File: src/rtl/atbd_pkg.sv
// ----------------------------------------------------------------------------
// atbd_pkg
// Shared types and constants of the adaptive threshold beat detector.
// ----------------------------------------------------------------------------
package atbd_pkg;

	localparam int SAMPLE_BITS_DEF = 24;
	localparam int FRAC_BITS_DEF   = 8;

	// multiplier operand width (Q0.16 ratio plus the one-point-zero bit)
	localparam int MUL_B_BITS = 17;
	localparam int Q16_SHIFT  = 16;

	localparam logic [15:0] RATE_NUM   = 16'd60000;
	localparam logic [15:0] RATE_LIMIT = 16'd25000;

	localparam logic [2:0] REG_RATIO   = 3'd0;
	localparam logic [2:0] REG_SMOOTH  = 3'd1;
	localparam logic [2:0] REG_DECAY   = 3'd2;
	localparam logic [2:0] REG_SWING   = 3'd3;
	localparam logic [2:0] REG_REFRACT = 3'd4;

	localparam logic [15:0] RATIO_RST   = 16'd45875;
	localparam logic [15:0] SMOOTH_RST  = 16'd3277;
	localparam logic [15:0] DECAY_RST   = 16'd1311;
	localparam logic [23:0] SWING_RST   = 24'd50;
	localparam logic [15:0] REFRACT_RST = 16'd300;

	typedef struct packed {
		logic start;
		logic clear;
	} mul_ctl_t;

endpackage

File: src/rtl/atbd_serial_mult.sv
// ----------------------------------------------------------------------------
// atbd_serial_mult
// Shift-add multiply-accumulate, one multiplier bit per cycle.
// ----------------------------------------------------------------------------
module atbd_serial_mult #(
	parameter int AW = 32
) (
	input  logic                                  clk,
	input  logic                                  arst_n,
	input  atbd_pkg::mul_ctl_t                    ctl,
	input  logic [AW-1:0]                         a,
	input  logic [atbd_pkg::MUL_B_BITS-1:0]       b,
	output logic                                  busy,
	output logic [AW+atbd_pkg::MUL_B_BITS-1:0]    acc
);
	import atbd_pkg::*;

	localparam int PW = AW + MUL_B_BITS;

	logic [PW-1:0]         mc_q;
	logic [MUL_B_BITS-1:0] mr_q;
	logic [PW-1:0]         acc_q;
	logic [4:0]            cnt_q;

	always_ff @(posedge clk or negedge arst_n) begin
		if (!arst_n) begin
			cnt_q <= '0;
		end else if (ctl.start) begin
			cnt_q <= 5'(MUL_B_BITS);
		end else if (cnt_q != '0) begin
			cnt_q <= cnt_q - 5'd1;
		end
	end

	always_ff @(posedge clk) begin
		if (ctl.start) begin
			mc_q <= PW'(a);
			mr_q <= b;
			if (ctl.clear) acc_q <= '0;
		end else if (cnt_q != '0) begin
			// add the shifted multiplicand where the multiplier bit is set
			if (mr_q[0]) acc_q <= acc_q + mc_q;
			mc_q <= {mc_q[PW-2:0], 1'b0};
			mr_q <= {1'b0, mr_q[MUL_B_BITS-1:1]};
		end
	end

	assign busy = (cnt_q != '0);
	assign acc  = acc_q;

endmodule

File: src/rtl/atbd_serial_div.sv
// ----------------------------------------------------------------------------
// atbd_serial_div
// Restoring divider for the rate constant, one quotient bit per cycle.
// ----------------------------------------------------------------------------
module atbd_serial_div (
	input  logic        clk,
	input  logic        arst_n,
	input  logic        start,
	input  logic [15:0] divisor,
	output logic        busy,
	output logic [15:0] quotient
);
	import atbd_pkg::*;

	logic [16:0] rem_q;
	logic [15:0] num_q;
	logic [15:0] quo_q;
	logic [15:0] d_q;
	logic [4:0]  cnt_q;
	logic [16:0] trial;
	logic        ge;

	assign trial = {rem_q[15:0], num_q[15]};
	assign ge    = (trial >= {1'b0, d_q});

	always_ff @(posedge clk or negedge arst_n) begin
		if (!arst_n) begin
			cnt_q <= '0;
		end else if (start) begin
			cnt_q <= 5'd16;
		end else if (cnt_q != '0) begin
			cnt_q <= cnt_q - 5'd1;
		end
	end

	always_ff @(posedge clk) begin
		if (start) begin
			rem_q <= '0;
			num_q <= RATE_NUM;
			quo_q <= '0;
			d_q   <= divisor;
		end else if (cnt_q != '0) begin
			rem_q <= ge ? (trial - {1'b0, d_q}) : trial;
			num_q <= {num_q[14:0], 1'b0};
			quo_q <= {quo_q[14:0], ge};
		end
	end

	assign busy     = (cnt_q != '0);
	assign quotient = quo_q;

endmodule

File: src/rtl/adaptive_threshold_beat_detector.sv
// ----------------------------------------------------------------------------
// adaptive_threshold_beat_detector
// Optical pulse beat detector with decaying trackers and adaptive threshold.
// ----------------------------------------------------------------------------
// One transaction in gives exactly one transaction out. Each item passes
// through these steps in order:
// - the target pass of the bit-serial multiplier: a start state, the bit
//   steps and a wait state that picks up the product;
// - the two blend passes;
// - the decision state;
// - the optional pass of the bit-serial divider for the rate;
// - the two tracker decay passes;
// - loading the output register.
// One item is processed at a time, and s_tready is high only while the block
// is idle. The next transaction is taken in the cycle after the previous
// result has moved into the output register, so the block never takes a new
// sample before it is through with the last one. A result that waits on
// m_tready stalls the block only when the next result is ready before it
// has left.
// beat and rate_valid travel in tuser; threshold and rate travel in tdata.
module adaptive_threshold_beat_detector #(
	parameter int SAMPLE_BITS = atbd_pkg::SAMPLE_BITS_DEF,
	parameter int FRAC_BITS   = atbd_pkg::FRAC_BITS_DEF
) (
	input  logic        clk,
	input  logic        arst_n,
	input  logic        cfg_we,
	input  logic [2:0]  cfg_index,
	input  logic [23:0] cfg_data,
	input  logic        s_tvalid,
	output logic        s_tready,
	input  logic [55:0] s_tdata,  // sample[23:0], now_ms[55:24]
	output logic        m_tvalid,
	input  logic        m_tready,
	output logic [47:0] m_tdata,  // beats_per_minute[15:0], current_threshold[47:16]
	output logic [1:0]  m_tuser   // beat[0], rate_valid[1]
);
	import atbd_pkg::*;

	localparam int VW = SAMPLE_BITS + FRAC_BITS;
	localparam int PW = VW + MUL_B_BITS;
	// width of the swing compare: the 24-bit minimum swing in Q.FRAC plus one
	localparam int SW = 24 + FRAC_BITS + 1;

	typedef enum logic [3:0] {
		ST_IDLE, ST_TGT, ST_TGT_W, ST_BL1, ST_BL1_W, ST_BL2, ST_BL2_W,
		ST_DEC, ST_DIV_W, ST_DMX, ST_DMX_W, ST_DMN, ST_DMN_W, ST_OUT
	} state_t;

	state_t state_q;

	// configuration
	logic [15:0] ratio_q, smooth_q, decay_q, refract_q;
	logic [23:0] swing_min_q;

	// detector state
	logic [VW-1:0] max_q, min_q, thr_q, prev_q, cur_q, target_q;
	logic [31:0]   last_q, now_q;
	logic          have_q;

	// per-item results
	logic          beat_q, rate_ok_q;
	logic [15:0]   bpm_q;

	logic [VW-1:0] cur_in, swing;
	logic [VW:0]   blend_hi;
	logic [VW-1:0] thr_clamped;
	logic [31:0]   elapsed;
	logic          refract_ok, beat_now;

	mul_ctl_t              mul_ctl;
	logic [VW-1:0]         mul_a;
	logic [MUL_B_BITS-1:0] mul_b;
	logic                  mul_busy;
	logic [PW-1:0]         mul_acc;
	logic [VW-1:0]         mul_hi;
	logic                  div_start, div_busy;
	logic [15:0]           div_quo;

	assign cur_in = {s_tdata[SAMPLE_BITS-1:0], {FRAC_BITS{1'b0}}};
	assign swing  = (max_q >= min_q) ? (max_q - min_q) : '0;
	assign mul_hi = mul_acc[VW+Q16_SHIFT-1:Q16_SHIFT];

	// clamp the blended threshold between the trackers
	assign blend_hi = mul_acc[PW-1:Q16_SHIFT];
	always_comb begin
		thr_clamped = blend_hi[VW-1:0];
		if (blend_hi < {1'b0, min_q}) thr_clamped = min_q;
		if (blend_hi > {1'b0, max_q}) thr_clamped = max_q;
	end

	assign elapsed    = now_q - last_q;
	assign refract_ok = !have_q || (elapsed > {16'd0, refract_q});
	assign beat_now   = (cur_q >= thr_q) && (prev_q < thr_q) && refract_ok &&
	                    (SW'(swing) > SW'({swing_min_q, {FRAC_BITS{1'b0}}}));

	// operand selection for the shared multiplier
	always_comb begin
		mul_ctl = '0;
		mul_a   = swing;
		mul_b   = {1'b0, ratio_q};
		case (state_q)
			ST_TGT: begin
				mul_ctl = '{start: 1'b1, clear: 1'b1};
			end
			ST_BL1: begin
				mul_ctl = '{start: 1'b1, clear: 1'b1};
				mul_a   = thr_q;
				mul_b   = 17'h10000 - {1'b0, smooth_q};
			end
			ST_BL2: begin
				mul_ctl = '{start: 1'b1, clear: 1'b0};
				mul_a   = target_q;
				mul_b   = {1'b0, smooth_q};
			end
			ST_DMX: begin
				mul_ctl = '{start: 1'b1, clear: 1'b1};
				mul_a   = max_q - cur_q;
				mul_b   = {1'b0, decay_q};
			end
			ST_DMN: begin
				mul_ctl = '{start: 1'b1, clear: 1'b1};
				mul_a   = cur_q - min_q;
				mul_b   = {1'b0, decay_q};
			end
			default: ;
		endcase
	end

	assign div_start = (state_q == ST_DEC) && beat_now && have_q &&
	                   (elapsed <= {16'd0, RATE_NUM});

	atbd_serial_mult #(.AW(VW)) u_mult (
		.clk(clk), .arst_n(arst_n), .ctl(mul_ctl), .a(mul_a), .b(mul_b),
		.busy(mul_busy), .acc(mul_acc)
	);

	atbd_serial_div u_div (
		.clk(clk), .arst_n(arst_n), .start(div_start), .divisor(elapsed[15:0]),
		.busy(div_busy), .quotient(div_quo)
	);

	// configuration writes; unknown indexes drop
	always_ff @(posedge clk or negedge arst_n) begin
		if (!arst_n) begin
			ratio_q     <= RATIO_RST;
			smooth_q    <= SMOOTH_RST;
			decay_q     <= DECAY_RST;
			swing_min_q <= SWING_RST;
			refract_q   <= REFRACT_RST;
		end else if (cfg_we) begin
			case (cfg_index)
				REG_RATIO:   ratio_q     <= cfg_data[15:0];
				REG_SMOOTH:  smooth_q    <= cfg_data[15:0];
				REG_DECAY:   decay_q     <= cfg_data[15:0];
				REG_SWING:   swing_min_q <= cfg_data;
				REG_REFRACT: refract_q   <= cfg_data[15:0];
				default: ;
			endcase
		end
	end

	assign s_tready = (state_q == ST_IDLE);

	// sequencer: state, detector state and the output register
	always_ff @(posedge clk or negedge arst_n) begin
		if (!arst_n) begin
			state_q   <= ST_IDLE;
			max_q     <= '0;
			min_q     <= '0;
			thr_q     <= '0;
			prev_q    <= '0;
			last_q    <= '0;
			have_q    <= 1'b0;
			m_tvalid  <= 1'b0;
			cur_q     <= '0;
			now_q     <= '0;
			target_q  <= '0;
			beat_q    <= 1'b0;
			rate_ok_q <= 1'b0;
			bpm_q     <= '0;
			m_tdata   <= '0;
			m_tuser   <= '0;
		end else begin
			// drop the result once taken, unless a new one replaces it
			if (m_tvalid && m_tready && state_q != ST_OUT) m_tvalid <= 1'b0;
			case (state_q)
				ST_IDLE: begin
					if (s_tvalid) begin
						// trackers jump out to a new extreme at once
						cur_q <= cur_in;
						now_q <= s_tdata[55:24];
						if (cur_in > max_q) max_q <= cur_in;
						if (cur_in < min_q) min_q <= cur_in;
						state_q <= ST_TGT;
					end
				end
				ST_TGT:   state_q <= ST_TGT_W;
				ST_TGT_W: begin
					if (!mul_busy) begin
						target_q <= min_q + mul_hi;
						state_q  <= ST_BL1;
					end
				end
				ST_BL1:   state_q <= ST_BL1_W;
				ST_BL1_W: if (!mul_busy) state_q <= ST_BL2;
				ST_BL2:   state_q <= ST_BL2_W;
				ST_BL2_W: begin
					if (!mul_busy) begin
						thr_q   <= thr_clamped;
						state_q <= ST_DEC;
					end
				end
				ST_DEC: begin
					beat_q    <= beat_now;
					rate_ok_q <= 1'b0;
					bpm_q     <= '0;
					if (beat_now) begin
						last_q <= now_q;
						have_q <= 1'b1;
					end
					state_q <= div_start ? ST_DIV_W : ST_DMX;
				end
				ST_DIV_W: begin
					if (!div_busy) begin
						if (div_quo != '0 && div_quo < RATE_LIMIT) begin
							rate_ok_q <= 1'b1;
							bpm_q     <= div_quo;
						end
						state_q <= ST_DMX;
					end
				end
				ST_DMX:   state_q <= ST_DMX_W;
				ST_DMX_W: begin
					if (!mul_busy) begin
						max_q   <= max_q - mul_hi;
						state_q <= ST_DMN;
					end
				end
				ST_DMN:   state_q <= ST_DMN_W;
				ST_DMN_W: begin
					if (!mul_busy) begin
						min_q   <= min_q + mul_hi;
						prev_q  <= cur_q;
						state_q <= ST_OUT;
					end
				end
				ST_OUT: begin
					// hold until the output register is free
					if (!m_tvalid || m_tready) begin
						m_tvalid <= 1'b1;
						m_tdata  <= {32'(thr_q), bpm_q};
						m_tuser  <= {rate_ok_q, beat_q};
						state_q  <= ST_IDLE;
					end
				end
				default: state_q <= ST_IDLE;
			endcase
		end
	end

	// a rate is only reported with a beat
	a_rate_needs_beat: assert property (@(posedge clk) disable iff (!arst_n)
		m_tvalid |-> !(m_tuser[1] && !m_tuser[0]))
		else $error("rate_valid without beat");

	// a reported rate lies strictly inside the range
	a_rate_range: assert property (@(posedge clk) disable iff (!arst_n)
		(m_tvalid && m_tuser[1]) |-> (m_tdata[15:0] != 16'd0 && m_tdata[15:0] < RATE_LIMIT))
		else $error("rate out of range");

	// trackers never cross
	a_track_order: assert property (@(posedge clk) disable iff (!arst_n)
		max_q >= min_q)
		else $error("max tracker below min tracker");

endmodule

File: config.mk
export PLATFORM = sky130hd
export DESIGN_NAME = adaptive_threshold_beat_detector
export DESIGN_NICKNAME = d
export VERILOG_FILES = /design/src/rtl/atbd_pkg.sv /design/src/rtl/atbd_serial_mult.sv /design/src/rtl/atbd_serial_div.sv /design/src/rtl/adaptive_threshold_beat_detector.sv
export SDC_FILE = /design/constraint.sdc
export NUM_CORES = 2
export LEC_CHECK = 0
export BUFFER_PORTS_ARGS = -buffer_cell sky130_fd_sc_hd__buf_2
export CORE_MARGIN = 4
export CORE_UTILIZATION = 57
export CTS_CLUSTER_SIZE = 25
export DETAILED_ROUTE_END_ITERATION = 16
export PLACE_DENSITY = 0.79
export SKIP_CTS_REPAIR_TIMING = 1
export SLEW_MARGIN = 20
export SYNTH_ARGS = -nofsm -noshare
export SYNTH_HDL_FRONTEND = slang
export SYNTH_HIERARCHICAL = 1
export SYNTH_SLANG_ARGS = --single-unit
export TNS_END_PERCENT = 20
File: constraint.sdc
create_clock -name clk -period 18.4 [get_ports clk]
set_input_delay 3.68 -clock clk [delete_from_list [all_inputs] [get_ports clk]]
set_output_delay 3.68 -clock clk [all_outputs]
set_load 0.01 [all_outputs]
==> results.sh <==
export IMPL_status="finished clean"
export IMPL_syn_area_sq_mm=0.04191
export IMPL_hold_class="flop to flop"
export IMPL_numPortBuffers=139
export IMPL_dpl_cell_count=5515
export IMPL_slew_headroom_pct=24.37
export IMPL_cts_buffer_depth=3
export IMPL_path_clk_slew_ps=70
export IMPL_slew_viol_final=0
export IMPL_synth_ff_type="dfrtp_1"
export IMPL_combPwrFrac_pct=63.6
export IMPL_drt_wl_total_mm=137.3
export IMPL_hold_slack_ps=445.8
export IMPL_die_w_um=279.1
export IMPL_period_minus_slack_ps=7850
export IMPL_synth_nets=5102
export IMPL_postRouteAntennaNets=0
export IMPL_cts_num_sinks=586
export IMPL_crit_arrival_ps=8370
export IMPL_r2r_slack_ps=10550
export IMPL_grt_start_max_net_pins=112
export IMPL_p_sw_w=0.004982
export IMPL_drtIter0Drc=4404
export IMPL_clock_latency_ps=640
export IMPL_rsz0062_at_grt="no"
export IMPL_overflow=0
export IMPL_yosysSeqAreaShare_pct=35.73
export IMPL_grt_pass1_wl_mm=210.5
export IMPL_yosysTopAreaCell="dfrtp_1"
export IMPL_nNetsFinal=5163
export IMPL_clockRootBuffer="clkbuf_16"
export IMPL_cellLeakagePower_nw=20.76
export IMPL_grt_usage_pct=34.51
export IMPL_swShare_pct=50.09
export IMPL_firstDrtPassIters=6
export IMPL_ioPinCount=140
export IMPL_die_h_um=279.1
export IMPL_initial_utilization_pct=57.44
export IMPL_finalHoldViolations=0
export IMPL_totalNegativeSetupSlack_ps=0
export IMPL_fmax_mhz=127.4
export IMPL_grt_pass1_vias=35020
export IMPL_fin_worst_skew_ps=40.15
export IMPL_seq_power_share_pct=22.2
export IMPL_ys_top_cells_by_area="dfrtp_1, ha_1, edfxtp_1"
export IMPL_antenna_found_initial=5
export IMPL_htree_levels=3
export IMPL_cts_tree="done"
export IMPL_synthTopCellsByCount="nand2_1, ha_1, dfrtp_1, a21oi_1, o21ai_0"
export IMPL_worstPathMaxFanout=57
export IMPL_numCtsBuffers=69
export IMPL_avgSynthCellArea_sq_um=9.178
export IMPL_fin_cells=5648
export IMPL_drive_gt1_share_pct=14.37
export IMPL_core_sq_mm=0.07296
export IMPL_place_congestion=1.023
export IMPL_p_clk_share_pct=14.1
export IMPL_maxCapViolCount=0
export IMPL_post_drt_wl_per_cell_um=24.32
export IMPL_internal_power_w=0.004964
export IMPL_area_delta_synth_final_pct=9.304
export IMPL_peakVddDrop_mv=0.1288
export IMPL_setup_worst_path_end_class="flop"
export IMPL_syn_instance_count=4566
export IMPL_finalCritPeriodShare_pct=42.66
export IMPL_die_area_sq_mm=0.07792
export IMPL_synth_edf_count=114
export IMPL_power_density_mw_per_mm2=217.1
export IMPL_fill_cells=6061
export IMPL_viasPerCell=6.513
export IMPL_required_ps=18920
export IMPL_dpl_hpwl_mm=102.0
export IMPL_drc_errors=0
export IMPL_synth_top_cell_area_share_pct=22.81
export IMPL_ys_ff_latch=586
export IMPL_rows=99
export IMPL_num_vias=36790
export IMPL_synth_distinct_cells=113
export IMPL_synth_most_common_cell="nand2_1"
export IMPL_postSynth_asyncResetShare_pct=70.31
export IMPL_setup_viol=0
export IMPL_crit_type="flop to flop"
export IMPL_tightest_slew_ps=1128
export IMPL_yosysWarnings=6
export IMPL_startpoint_type="flop"
critical path, stage by stage (launching register included):
cell and delay (ps):
dfrtp_1 410, inv_1 150, ha_1 310, a211o_1 350, or4_1 480, o21a_1 260
a221oi_4 400, o21ai_1 170, a31oi_1 520, nor4_1 160, o31a_1 300, nor3_1 270
ha_1 300, nand4_1 150, nor2_1 90, and3_1 160, nand3_1 80, nor4bb_1 50
a2111oi_0 420, o211ai_1 420, a211oi_1 420, nor3b_2 210, buf_4 550, inv_1 390
and3_1 270, a41o_1 200, a31o_1 180
state kept, by name, summed over array words and instances (netlist names), 17 cells and up:
register     flops
u_mult/acc      49
u_mult/mc_q     49
m_tdata         48
last_q          32
max_q           32
min_q           32
now_q           32
target_q        32
thr_q           32
cur_q           24
prev_q          24
swing_min_q     24
u_mult/mr_q     17
cell usage in the layout, fill, tap and decap left out, types with 52 or more instances in the layout:
master / instances
nand2_1: 461
ha_1: 441
dfrtp_1: 382
a21oi_1: 348
o21ai_0: 320
inv_1: 308
nor2_1: 292
mux2_2: 239
buf_2: 138
a21o_1: 136
xnor2_1: 131
edfxtp_1: 114
a211oi_1: 79
xor2_1: 72
clkbuf_16: 71
nand3_1: 68
nor3_1: 68
nand4_1: 64
dfxtp_1: 60
nor2b_1: 55
a31oi_1: 52
routing by layer:
layer,share of wire (%),up-vias,GRT usage [%]
met2,42,1916,50.99
met4,4.4,2,13.93
met3,11,366,6.982
li1,-,16690,-
met1,43,17820,49.74
met5,0.015,-,0
final cells by class:
| class | count | area, sq um | share of cell area (%) |
|---|---|---|---|
| repair buffers | 187 | 1066 | 2.327 |
| well taps | 959 | 1200 | 2.620 |
| flip-flops and latches | 586 | 14970 | 32.69 |
| diodes | 6 | 15.01 | 0.03278 |
| clock inverters | 29 | 334.1 | 0.7293 |
| multi-input cells | 3475 | 25080 | 54.76 |
| clock buffers | 98 | 1978 | 4.319 |
| inverters | 308 | 1156 | 2.524 |
worst paths after layout:
path / start / endpoint / depth (start not counted)
worst max-delay path: min_q[10]$_DFFE_PN0P_ / u_div/rem_q[14]$_SDFFE_PP0P_ / 26
worst min-delay path: u_div/num_q[9]$_SDFFE_PP1P_ / u_div/num_q[10]$_SDFFE_PP0P_ / 2
worst max register to register: min_q[10]$_DFFE_PN0P_ / u_div/rem_q[14]$_SDFFE_PP0P_ / 26
worst min register to register: u_div/num_q[9]$_SDFFE_PP1P_ / u_div/num_q[10]$_SDFFE_PP0P_ / 2
max in group asynchronous: arst_n / last_q[21]$_DFFE_PN0N_ / 4
min in group asynchronous: arst_n / m_tdata[28]$_DFFE_PN0P_ / 1
power by group through the flow:
stage / clock network, W / registers [W] / logic, W
2_1_floorplan: 0 / 0.00201 / 0.00440
3_3_place_gp: 0 / 0.00219 / 0.00600
3_5_place_dp: 0 / 0.00221 / 0.00604
4_1_cts: 0.00142 / 0.00219 / 0.00611
5_1_grt: 0.00148 / 0.00223 / 0.00683
6_report: 0.00141 / 0.00221 / 0.00633
kinds of logic (layout without fill, tap and decap cells):
family / Yosys count / after routing / synth area share (%)
AO/OA/AOI/OAI: 1304 / 1304 / 20.13
AND/OR/NAND/NOR: 1245 / 1245 / 14.08
flip-flops: 586 / 586 / 35.73
buffers and inverters: 505 / 622 / 4.691
adder cells (fa/ha/maj): 449 / 449 / 13.53
multiplexers: 274 / 274 / 7.608
XOR/XNOR: 203 / 203 / 4.243
other: 0 / 6 / 0
stage by stage:
stage / setup slack, ps / power, W / util, % / cell area [sq um]
2_1_floorplan: 11260 / 0.006405 / - / 41910
3_3_place_gp: 10940 / 0.008193 / 59.59 / 43480
3_5_place_dp: 10830 / 0.008251 / 59.59 / 43480
4_1_cts: 10770 / 0.009722 / 62.76 / 45790
5_1_grt: 9876 / 0.01055 / 62.77 / 45790
6_report: 10550 / 0.009946 / 62.78 / 45800
Power figures use the tool's default switching activity.
